### config.mk
export PLATFORM = sky130hd
export DESIGN_NAME = schmitt_pwm_pulse_generator_flat
export DESIGN_NICKNAME = d
export VERILOG_FILES = /design/src/design/spg_pkg.sv /design/src/design/spg_if.sv /design/src/design/spg_ctrl.sv /design/src/design/spg_dp.sv /design/src/design/schmitt_pwm_pulse_generator.sv /design/src/flat_wrapper.sv
export SDC_FILE = /design/constraint.sdc
export NUM_CORES = 1
export LEC_CHECK = 0
export BUFFER_PORTS_ARGS = -buffer_cell sky130_fd_sc_hd__buf_2
export CORE_MARGIN = 2
export CORE_UTILIZATION = 36
export CTS_CLUSTER_SIZE = 8
export DETAILED_ROUTE_END_ITERATION = 8
export PLACE_DENSITY = 0.5
export SLEW_MARGIN = 10
export SYNTH_ARGS = -nofsm -noshare
export SYNTH_HDL_FRONTEND = slang
export SYNTH_SLANG_ARGS = --single-unit
### constraint.sdc
create_clock -name clk -period 8.85 [get_ports clk]
set_input_delay 1.3275 -clock clk [delete_from_list [all_inputs] [get_ports clk]]
set_output_delay 1.3275 -clock clk [all_outputs]
set_load 0.02 [all_outputs]
### src/design/spg_pkg.sv
`timescale 1ns / 1ps
// ----------------------------------------------------------------------------
// spg_pkg - shared types and constants of the pulse generator
// Default widths, configuration register indexes and the
// command/status bundles between the controller and the datapath.
// ----------------------------------------------------------------------------
package spg_pkg;

    localparam int SAMPLE_BITS_DEF   = 16;
    localparam int FRACTION_BITS_DEF = 8;
    localparam int PW_W              = 24;   // pulse_width register
    localparam int TIME_W            = 32;   // elapsed-time counter

    localparam int CFG_IDX_W = 1;
    localparam logic [CFG_IDX_W-1:0] CFG_THRESHOLD   = 1'd0;
    localparam logic [CFG_IDX_W-1:0] CFG_PULSE_WIDTH = 1'd1;

    // reset values of the configuration registers
    localparam int THRESHOLD_RST   = 3;
    localparam int PULSE_WIDTH_RST = 3072;

    typedef struct packed {
        logic load;        // capture the input sample
        logic trig;        // run the Schmitt trigger, set up the divider
        logic div_step;    // one restoring division step
        logic frac;        // apply the crossing fraction
        logic edge_eval;   // compare elapsed time with the pulse width
        logic mul;         // falling-edge interpolation product
        logic fin;         // final value, state update, result register
    } spg_cmd_t;

    typedef struct packed {
        logic div_need;    // a crossing that needs the divider
        logic out_free;    // result register can take a value this cycle
    } spg_sts_t;

endpackage

### src/design/spg_if.sv
`timescale 1ns / 1ps
// ----------------------------------------------------------------------------
// spg_if - stream channels of the pulse generator
// Valid/ready channels for the input sample and the pulse result.
// ----------------------------------------------------------------------------
interface spg_sample_if #(
    parameter int SAMPLE_BITS = spg_pkg::SAMPLE_BITS_DEF
);
    logic                          valid;
    logic                          ready;
    logic signed [SAMPLE_BITS-1:0] sample_in;

    modport source (output valid, output sample_in, input ready);
    modport sink   (input valid, input sample_in, output ready);
endinterface

interface spg_pulse_if #(
    parameter int SAMPLE_BITS = spg_pkg::SAMPLE_BITS_DEF
);
    logic                          valid;
    logic                          ready;
    logic signed [SAMPLE_BITS-3:0] pulse_out;

    modport source (output valid, output pulse_out, input ready);
    modport sink   (input valid, input pulse_out, output ready);
endinterface

### src/design/spg_ctrl.sv
`timescale 1ns / 1ps
// ----------------------------------------------------------------------------
// spg_ctrl - sequencing controller
// Steps one sample through trigger, division, edge check and output.
// ----------------------------------------------------------------------------
module spg_ctrl #(
    parameter int FRACTION_BITS = spg_pkg::FRACTION_BITS_DEF
) (
    input  logic              clk,
    input  logic              rst_n,
    input  logic              in_valid,
    output logic              in_ready,
    output spg_pkg::spg_cmd_t cmd,
    input  spg_pkg::spg_sts_t sts
);
    import spg_pkg::*;

    localparam int CNT_W = $clog2(FRACTION_BITS);
    localparam logic [CNT_W-1:0] CNT_LAST = CNT_W'(FRACTION_BITS - 1);

    localparam logic [2:0] S_IDLE = 3'd0;
    localparam logic [2:0] S_TRIG = 3'd1;
    localparam logic [2:0] S_DIV  = 3'd2;
    localparam logic [2:0] S_FRAC = 3'd3;
    localparam logic [2:0] S_EVAL = 3'd4;
    localparam logic [2:0] S_MUL  = 3'd5;
    localparam logic [2:0] S_FIN  = 3'd6;

    logic [2:0]       state_reg, state_next;
    logic [CNT_W-1:0] cnt_reg, cnt_next;

    always_comb
    begin
        state_next = state_reg;
        cnt_next   = cnt_reg;
        cmd        = '0;
        in_ready   = 1'b0;
        unique case (state_reg)
            S_IDLE:
            begin
                in_ready = 1'b1;
                if (in_valid)
                begin
                    cmd.load   = 1'b1;
                    state_next = S_TRIG;
                end
            end
            S_TRIG:
            begin
                cmd.trig   = 1'b1;
                cnt_next   = '0;
                state_next = S_DIV;
            end
            S_DIV:
            begin
                if (sts.div_need)
                begin
                    cmd.div_step = 1'b1;
                    cnt_next     = cnt_reg + 1'b1;
                    if (cnt_reg == CNT_LAST)
                    begin
                        state_next = S_FRAC;
                    end
                end
                else
                begin
                    state_next = S_FRAC;
                end
            end
            S_FRAC:
            begin
                cmd.frac   = 1'b1;
                state_next = S_EVAL;
            end
            S_EVAL:
            begin
                cmd.edge_eval = 1'b1;
                state_next    = S_MUL;
            end
            S_MUL:
            begin
                cmd.mul    = 1'b1;
                state_next = S_FIN;
            end
            S_FIN:
            begin
                if (sts.out_free)
                begin
                    cmd.fin    = 1'b1;
                    state_next = S_IDLE;
                end
            end
            default:
            begin
                state_next = S_IDLE;
            end
        endcase
    end

    always_ff @(posedge clk or negedge rst_n)
    begin
        if (!rst_n)
        begin
            state_reg <= S_IDLE;
            cnt_reg   <= '0;
        end
        else
        begin
            state_reg <= state_next;
            cnt_reg   <= cnt_next;
        end
    end

endmodule

### src/design/spg_dp.sv
`timescale 1ns / 1ps
// ----------------------------------------------------------------------------
// spg_dp - pulse generator datapath
// Configuration and state registers, Schmitt trigger, restoring divider,
// edge interpolation multiplier and the result register.
// ----------------------------------------------------------------------------
module spg_dp #(
    parameter int SAMPLE_BITS   = spg_pkg::SAMPLE_BITS_DEF,
    parameter int FRACTION_BITS = spg_pkg::FRACTION_BITS_DEF,
    parameter int CFG_W         = spg_pkg::PW_W
) (
    input  logic                           clk,
    input  logic                           rst_n,
    input  spg_pkg::spg_cmd_t              cmd,
    output spg_pkg::spg_sts_t              sts,
    input  logic signed [SAMPLE_BITS-1:0]  sample_in,
    output logic signed [SAMPLE_BITS-3:0]  pulse_out,
    output logic                           out_valid,
    input  logic                           out_ready,
    input  logic                           cfg_we,
    input  logic [spg_pkg::CFG_IDX_W-1:0]  cfg_index,
    input  logic [CFG_W-1:0]               cfg_data
);
    import spg_pkg::*;

    localparam int SB = SAMPLE_BITS;
    localparam int FB = FRACTION_BITS;
    localparam int VW = SAMPLE_BITS - 2;
    localparam logic [VW-1:0]     LEVEL_V     = VW'(2 ** (SB - 4));
    localparam logic [VW-1:0]     NEG_LEVEL_V = VW'(-(2 ** (SB - 4)));
    localparam logic [TIME_W-1:0] ONE_T       = TIME_W'(1) << FB;
    localparam logic [TIME_W-1:0] OFF_T       = '1;
    localparam logic [TIME_W-1:0] SAT_T       = OFF_T - ONE_T;
    localparam logic [FB:0]       ONE_Q       = (FB + 1)'(1) << FB;

    // configuration and item state
    logic [SB-2:0]       thr_reg;
    logic [PW_W-1:0]     pw_reg;
    logic                trig_high_reg;
    logic [TIME_W-1:0]   e_reg;
    logic signed [SB-1:0] prev_reg;
    logic signed [SB-1:0] x_reg;

    // per-item working registers
    logic                cross_reg;
    logic                div_need_reg;
    logic                interp_reg;
    logic                low_reg;
    logic [SB:0]         rem_reg;
    logic [SB:0]         den_reg;
    logic [FB:0]         q_reg;
    logic [VW-1:0]       val_reg;
    logic [FB:0]         d_reg;
    logic [VW+FB:0]      prod_reg;
    logic                out_valid_reg;
    logic [VW-1:0]       pulse_reg;

    logic signed [SB:0]  xe, pe, te, num, den;
    logic                go_low, go_high, short_div;
    logic [SB+1:0]       rem_dbl;
    logic                rem_fits;
    logic [FB+SB-3:0]    q_scaled;
    logic [VW-1:0]       val_frac;
    logic [TIME_W-1:0]   pw_ext, d_full;
    logic                e_ge, d_small;
    logic [VW-1:0]       val_pl;
    logic [VW+FB:0]      prod;
    logic [VW-1:0]       val_fin;
    logic [TIME_W-1:0]   e_mid, e_next;
    logic                out_free;

    // Schmitt trigger and divider set-up
    always_comb
    begin
        xe        = {x_reg[SB-1], x_reg};
        pe        = {prev_reg[SB-1], prev_reg};
        te        = $signed({2'b00, thr_reg});
        go_low    = trig_high_reg && (xe < -te);
        go_high   = !trig_high_reg && (xe > te);
        num       = xe - te;
        den       = xe - pe;
        short_div = (den <= num);
    end

    // restoring division step: remainder stays below the divisor
    assign rem_dbl  = {rem_reg, 1'b0};
    assign rem_fits = rem_dbl >= {1'b0, den_reg};

    // -LEVEL + 2*LEVEL*frac/ONE
    assign q_scaled = {q_reg, {(SB - 3){1'b0}}};
    assign val_frac = q_scaled[FB+SB-3:FB] + NEG_LEVEL_V;

    // falling edge
    assign pw_ext  = {{(TIME_W - PW_W){1'b0}}, pw_reg};
    assign e_ge    = e_reg >= pw_ext;
    assign d_full  = e_reg - pw_ext;
    assign d_small = d_full <= ONE_T;
    assign val_pl  = val_reg + LEVEL_V;
    assign prod    = (VW + FB + 1)'(val_pl) * (VW + FB + 1)'(d_reg);

    always_comb
    begin
        priority if (interp_reg)
        begin
            val_fin = val_reg - prod_reg[VW+FB-1:FB];
        end
        else if (low_reg)
        begin
            val_fin = NEG_LEVEL_V;
        end
        else
        begin
            val_fin = val_reg;
        end
        e_mid  = interp_reg ? OFF_T : e_reg;
        e_next = (e_mid > SAT_T) ? OFF_T : e_mid + ONE_T;
    end

    assign out_free     = !out_valid_reg || out_ready;
    assign sts.div_need = div_need_reg;
    assign sts.out_free = out_free;
    assign out_valid    = out_valid_reg;
    assign pulse_out    = $signed(pulse_reg);

    // control and persistent state
    always_ff @(posedge clk or negedge rst_n)
    begin
        if (!rst_n)
        begin
            thr_reg       <= (SB - 1)'(THRESHOLD_RST);
            pw_reg        <= PW_W'(PULSE_WIDTH_RST);
            trig_high_reg <= 1'b0;
            e_reg         <= '0;
            prev_reg      <= '0;
            cross_reg     <= 1'b0;
            div_need_reg  <= 1'b0;
            interp_reg    <= 1'b0;
            low_reg       <= 1'b0;
            out_valid_reg <= 1'b0;
        end
        else
        begin
            if (cfg_we && cfg_index == CFG_THRESHOLD)
            begin
                thr_reg <= cfg_data[SB-2:0];
            end
            if (cfg_we && cfg_index == CFG_PULSE_WIDTH)
            begin
                pw_reg <= cfg_data[PW_W-1:0];
            end
            if (cmd.trig)
            begin
                if (go_low)
                begin
                    trig_high_reg <= 1'b0;
                end
                else if (go_high)
                begin
                    trig_high_reg <= 1'b1;
                end
                cross_reg    <= go_high;
                div_need_reg <= go_high && !short_div;
            end
            if (cmd.edge_eval)
            begin
                interp_reg <= e_ge && d_small;
                low_reg    <= e_ge && !d_small;
            end
            if (cmd.frac && cross_reg)
            begin
                e_reg <= {{(TIME_W - FB - 1){1'b0}}, q_reg};
            end
            else if (cmd.fin)
            begin
                e_reg <= e_next;
            end
            if (cmd.fin)
            begin
                prev_reg      <= x_reg;
                out_valid_reg <= 1'b1;
            end
            else if (out_ready)
            begin
                out_valid_reg <= 1'b0;
            end
        end
    end

    // payload
    always_ff @(posedge clk)
    begin
        if (cmd.load)
        begin
            x_reg <= sample_in;
        end
        if (cmd.trig)
        begin
            rem_reg <= num;
            den_reg <= den;
            q_reg   <= short_div ? ONE_Q : '0;
            val_reg <= LEVEL_V;
        end
        if (cmd.div_step)
        begin
            rem_reg <= rem_fits ? rem_dbl[SB:0] - den_reg : rem_dbl[SB:0];
            q_reg   <= {q_reg[FB-1:0], rem_fits};
        end
        if (cmd.frac && cross_reg)
        begin
            val_reg <= val_frac;
        end
        if (cmd.edge_eval)
        begin
            d_reg <= d_full[FB:0];
        end
        if (cmd.mul)
        begin
            prod_reg <= prod;
        end
        if (cmd.fin)
        begin
            pulse_reg <= val_fin;
        end
    end

endmodule

### src/design/schmitt_pwm_pulse_generator.sv
`timescale 1ns / 1ps
// ----------------------------------------------------------------------------
// schmitt_pwm_pulse_generator - Schmitt-triggered anti-aliased pulse source
// One signed sample in, one pulse sample out. Rising crossings of the
// hysteresis band start a pulse of programmable width; both edges are
// interpolated to the sub-sample crossing time.
// ----------------------------------------------------------------------------
//  channel   dir   payload                      beat
//  in_ch     in    sample_in  (SAMPLE_BITS s)   one audio sample
//  out_ch    out   pulse_out  (SAMPLE_BITS-2 s) one pulse sample
//  cfg_*     in    index / data                 one register write
//
//  An item passes through extra division steps when a rising crossing
//  needs the divider; the restoring divider produces one quotient bit
//  per cycle.
//  rst_n is asynchronous; it restores the register defaults and clears
//  the trigger, elapsed time and previous sample.
//  The result register lets a new sample be taken while the last result
//  waits; a stalled output holds the next item in its final step.
// ----------------------------------------------------------------------------
module schmitt_pwm_pulse_generator #(
    parameter int SAMPLE_BITS   = spg_pkg::SAMPLE_BITS_DEF,
    parameter int FRACTION_BITS = spg_pkg::FRACTION_BITS_DEF,
    parameter int CFG_W         = (SAMPLE_BITS - 1 > spg_pkg::PW_W) ?
                                  SAMPLE_BITS - 1 : spg_pkg::PW_W
) (
    input  logic                          clk,
    input  logic                          rst_n,
    spg_sample_if.sink                    in_ch,
    spg_pulse_if.source                   out_ch,
    input  logic                          cfg_we,
    input  logic [spg_pkg::CFG_IDX_W-1:0] cfg_index,
    input  logic [CFG_W-1:0]              cfg_data
);
    import spg_pkg::*;

    spg_cmd_t cmd;
    spg_sts_t sts;

    // Controller: sequences load, trigger, divide, edge check and output
    spg_ctrl #(
        .FRACTION_BITS (FRACTION_BITS)
    ) u_ctrl (
        .clk      (clk),
        .rst_n    (rst_n),
        .in_valid (in_ch.valid),
        .in_ready (in_ch.ready),
        .cmd      (cmd),
        .sts      (sts)
    );

    // Datapath: all arithmetic, the item state and the result register
    spg_dp #(
        .SAMPLE_BITS   (SAMPLE_BITS),
        .FRACTION_BITS (FRACTION_BITS),
        .CFG_W         (CFG_W)
    ) u_dp (
        .clk       (clk),
        .rst_n     (rst_n),
        .cmd       (cmd),
        .sts       (sts),
        .sample_in (in_ch.sample_in),
        .pulse_out (out_ch.pulse_out),
        .out_valid (out_ch.valid),
        .out_ready (out_ch.ready),
        .cfg_we    (cfg_we),
        .cfg_index (cfg_index),
        .cfg_data  (cfg_data)
    );

endmodule

### src/flat_wrapper.sv
// flat-port wrapper written by rule: the top's interface ports become plain ports
module schmitt_pwm_pulse_generator_flat import spg_pkg::*;
#(
    parameter int SAMPLE_BITS   = spg_pkg::SAMPLE_BITS_DEF,
    parameter int FRACTION_BITS = spg_pkg::FRACTION_BITS_DEF,
    parameter int CFG_W         = (SAMPLE_BITS - 1 > spg_pkg::PW_W) ?
                                  SAMPLE_BITS - 1 : spg_pkg::PW_W
)
  (clk, rst_n, cfg_we, cfg_index, cfg_data, in_ch_valid, in_ch_sample_in, in_ch_ready, out_ch_valid, out_ch_pulse_out, out_ch_ready);
  spg_sample_if #(.SAMPLE_BITS(SAMPLE_BITS)) in_ch_i ();
  spg_pulse_if #(.SAMPLE_BITS(SAMPLE_BITS)) out_ch_i ();
  input  logic clk;
  input  logic rst_n;
  input  logic cfg_we;
  input  logic [spg_pkg::CFG_IDX_W-1:0] cfg_index;
  input  logic [CFG_W-1:0] cfg_data;
  input wire logic [$bits(in_ch_i.valid)-1:0] in_ch_valid;
  input wire logic [$bits(in_ch_i.sample_in)-1:0] in_ch_sample_in;
  output wire logic [$bits(in_ch_i.ready)-1:0] in_ch_ready;
  output wire logic [$bits(out_ch_i.valid)-1:0] out_ch_valid;
  output wire logic [$bits(out_ch_i.pulse_out)-1:0] out_ch_pulse_out;
  input wire logic [$bits(out_ch_i.ready)-1:0] out_ch_ready;
  assign in_ch_i.valid = in_ch_valid;
  assign in_ch_i.sample_in = in_ch_sample_in;
  assign in_ch_ready = in_ch_i.ready;
  assign out_ch_valid = out_ch_i.valid;
  assign out_ch_pulse_out = out_ch_i.pulse_out;
  assign out_ch_i.ready = out_ch_ready;
  schmitt_pwm_pulse_generator #(.SAMPLE_BITS(SAMPLE_BITS), .FRACTION_BITS(FRACTION_BITS), .CFG_W(CFG_W)) u_core (.clk(clk), .rst_n(rst_n), .in_ch(in_ch_i), .out_ch(out_ch_i), .cfg_we(cfg_we), .cfg_index(cfg_index), .cfg_data(cfg_data));
endmodule
==> out/qor.yml <==
status: "complete, no violations"
finalCritPeriodShare_pct: 58.6
synth_seq_cells: 204
dp_hpwl_mm: 33.0
clock_latency_ns: 0.59
place.port_buffers: 61
cts_buffers: 30
root_buffer: "clkbuf_16"
path_cells: "xor2_1 -> nand2_1 -> fa_1 -> inv_1 -> fa_1 -> fa_1 -> inv_1 -> fa_1 -> inv_1 -> ha_1 -> a21boi_0 -> o21ai_0 -> a21boi_0 -> o2111ai_1 -> a31oi_1 -> xnor2_1"
largest_reg_flops: 32
antennaDiodeCount: 0
synth_top_area_share_pct: 19.4
antenna_found_initial: 0
yosysSeqAreaShare_pct: 34.7
vias: 12773
synthToLayoutAreaGrowth_pct: 10.9
synth_cells: 1773
netlist_area_sq_um: 16200
nFillCells: 4420
grt_max_degree: 59
cpLargestDelayFamily: "adder cells"
cts-resized-gates: 0
critPathBufInv: 3
drc: 0
seqCellArea_sq_um: 5640
skew_ns: 0.0223
critical_path.most_common_cell: "fa_1"
synth_nets: 2024
vdd_drop_max_v: 0.000206
whs_ns: 0.498
hold_viol: 0
synth_area_leader_cell: "edfxtp_1"
clockBufferDepth: 3
hold_class: "reg2reg"
die_w_microns: 216
fp.dieH_microns: 216
drv_slew: 0
gp_congestion: 0.846
power.density_nw_per_um2: 405
cp-start-kind: "flop"
cts.sinks: 204
synth_area_leaders: "edfxtp_1 (19%), dfrtp_1 (15%), ha_1 (12%)"
crit_path_end_kind: "flop"
critPathKind: "reg2reg"
worst_slew_pin_slew_ns: 0.925
via_per_inst: 5.26
coreArea_sq_um: 44400
crit_arrival_ns: 5.50
fmax_ghz: 0.193
multi_input_area_sq_um: 9590
first_pass_iters: 6
slew_headroom_pct: 38.3
setup_viol: 0
drv_cap: 0
r2r_slack_ns: 3.67
clk_pin_slew_ns: 0.05
pin_count: 62
yosysUniqueCellTypes: 84
initial_core_util_pct: 36.6
crit_slowest_cell: "edfxtp_1"
drt_iter0_drc: 966
overflow: 0
grt_pass1_wl_mm: 69.0
htree_levels: 1
synth_flop_cell: "edfxtp_1"
yosys_warnings: 0
rsz0062_at_grt: "false"
cts_tree: "yes"
avgSynthCellArea_sq_um: 9.16
holdBufCountCts: 0
cp_max_fo: 12
grt_pass1_vias: 12729
postCtsSetupRepairBufs: 0
wl_mm: 42.5
fin_crit_ns: 5.18
rows: 77
max_stage_delay_ns: 0.55
synth_edf_count: 105
drive_above_1_share_pct: 8.76
wl_per_cell_microns: 17.5
ant_nets: 0
die_area_sq_um: 46800
setup_tns_ns: 0
nets: 2064
async_flop_share_pct: 48.5
gr-usage-all-layers_pct: 18.3
cp.required_ns: 9.16
p_leak_uw: 0.00799
synth_stat cells, types with 12 or more instances:
library cell,count
nor2_1,114
ha_1,152
a21oi_1,95
nand3_1,34
dfrtp_1,95
xor2_1,35
o21ai_0,132
xnor2_1,58
nor2b_1,28
inv_1,205
nor3_1,44
nand4_1,21
clkbuf_1,50
nand2b_1,12
and2_1,67
a31oi_1,12
and3_1,15
nand2_1,160
fa_1,53
a21o_1,27
o21a_1,20
edfxtp_1,105
mux2_2,31
worst reg2reg max path: cells and delay by family (launching register included):
family | cells | cell delay (ns)
simple gates | 1 | 0.14
buf+inv | 3 | 0.15
xor+xnor | 2 | 0.62
flops | 1 | 0.55
fa+ha+maj | 5 | 2.31
compound gates | 5 | 1.17
kinds of logic after synthesis:
group                    after synthesis  share of synthesized area [%]
AND/OR/NAND/NOR                      547                           16.6
AO/OA/AOI/OAI                        418                           16.5
buffers and inverters                267                           6.26
adder cells (fa/ha/maj)              205                           18.2
flip-flops                           204                           34.7
XOR/XNOR                              94                           5.11
multiplexers                          38                           2.58
metal layers:
metal / wire [microns] / GRT usage (%)
met5: 0 / 0
met4: 922 / 4.47
met3: 1730 / 2.41
met2: 19500 / 29.8
met1: 20400 / 25.8
path summary, 6_finish.rpt:
path / startpoint / endpoint / cells after the start
worst max-delay path: u_core.u_dp.val_reg[12]$_SDFFCE_PN1P_ / u_core.u_dp.prod_reg[21]$_DFFE_PN_ / 16
worst min-delay path: u_core.u_dp.prev_reg[0]$_DFFE_PN0P_ / u_core.u_dp.prev_reg[0]$_DFFE_PN0P_ / 2
worst max register to register: u_core.u_dp.val_reg[12]$_SDFFCE_PN1P_ / u_core.u_dp.prod_reg[21]$_DFFE_PN_ / 16
worst min register to register: u_core.u_dp.prev_reg[0]$_DFFE_PN0P_ / u_core.u_dp.prev_reg[0]$_DFFE_PN0P_ / 2
max in group asynchronous: rst_n / u_core.u_ctrl.state_reg[1]$_DFFE_PN0P_ / 2
min in group asynchronous: rst_n / u_core.u_dp.pw_reg[15]$_DFFE_PN0P_ / 1
report_power, final:
group / internal (uW) / switching, uW / leakage (uW)
registers: 1510 / 245 / 0.00220
clock network: 663 / 450 / 0.000426
logic: 1880 / 2550 / 0.00536
total: 4060 / 3240 / 0.00799
area by class of cell:
type	instances	share of cell area [%]
inverter	206	4.29
timing repair buffer	69	2.04
sequential	204	31.3
clock buffer	53	4.65
multi-input combinational	1302	53.3
clock inverter	3	0.361
tap	592	4.11
cell usage in the layout, fill, tap and decap left out, types with 53 or more instances in the layout:
cell / count
xnor2_1: 58
edfxtp_1: 105
nand2_1: 160
nor2_1: 114
ha_1: 152
buf_2: 60
and2_1: 67
o21ai_0: 132
dfrtp_1: 95
inv_1: 204
fa_1: 53
a21oi_1: 95
per-stage QoR:
| stage | util [%] | area (sq um) | total power [uW] | setup WS (ns) | instances |
|---|---|---|---|---|---|
| 2_1_floorplan | - | 16200 | 5150 | 4.37 | 1773 |
| 3_5_place_dp | 38.5 | 17100 | 6200 | 3.64 | 2373 |
| 5_1_grt | 40.5 | 18000 | 8080 | 3.29 | 2429 |
| 6_report | 40.5 | 18000 | 7300 | 3.67 | 2429 |
| 4_1_cts | 40.5 | 18000 | 7360 | 3.65 | 2429 |
| 3_3_place_gp | 38.5 | 17100 | 6150 | 3.81 | 2373 |
(Power assumes the default switching activity.)
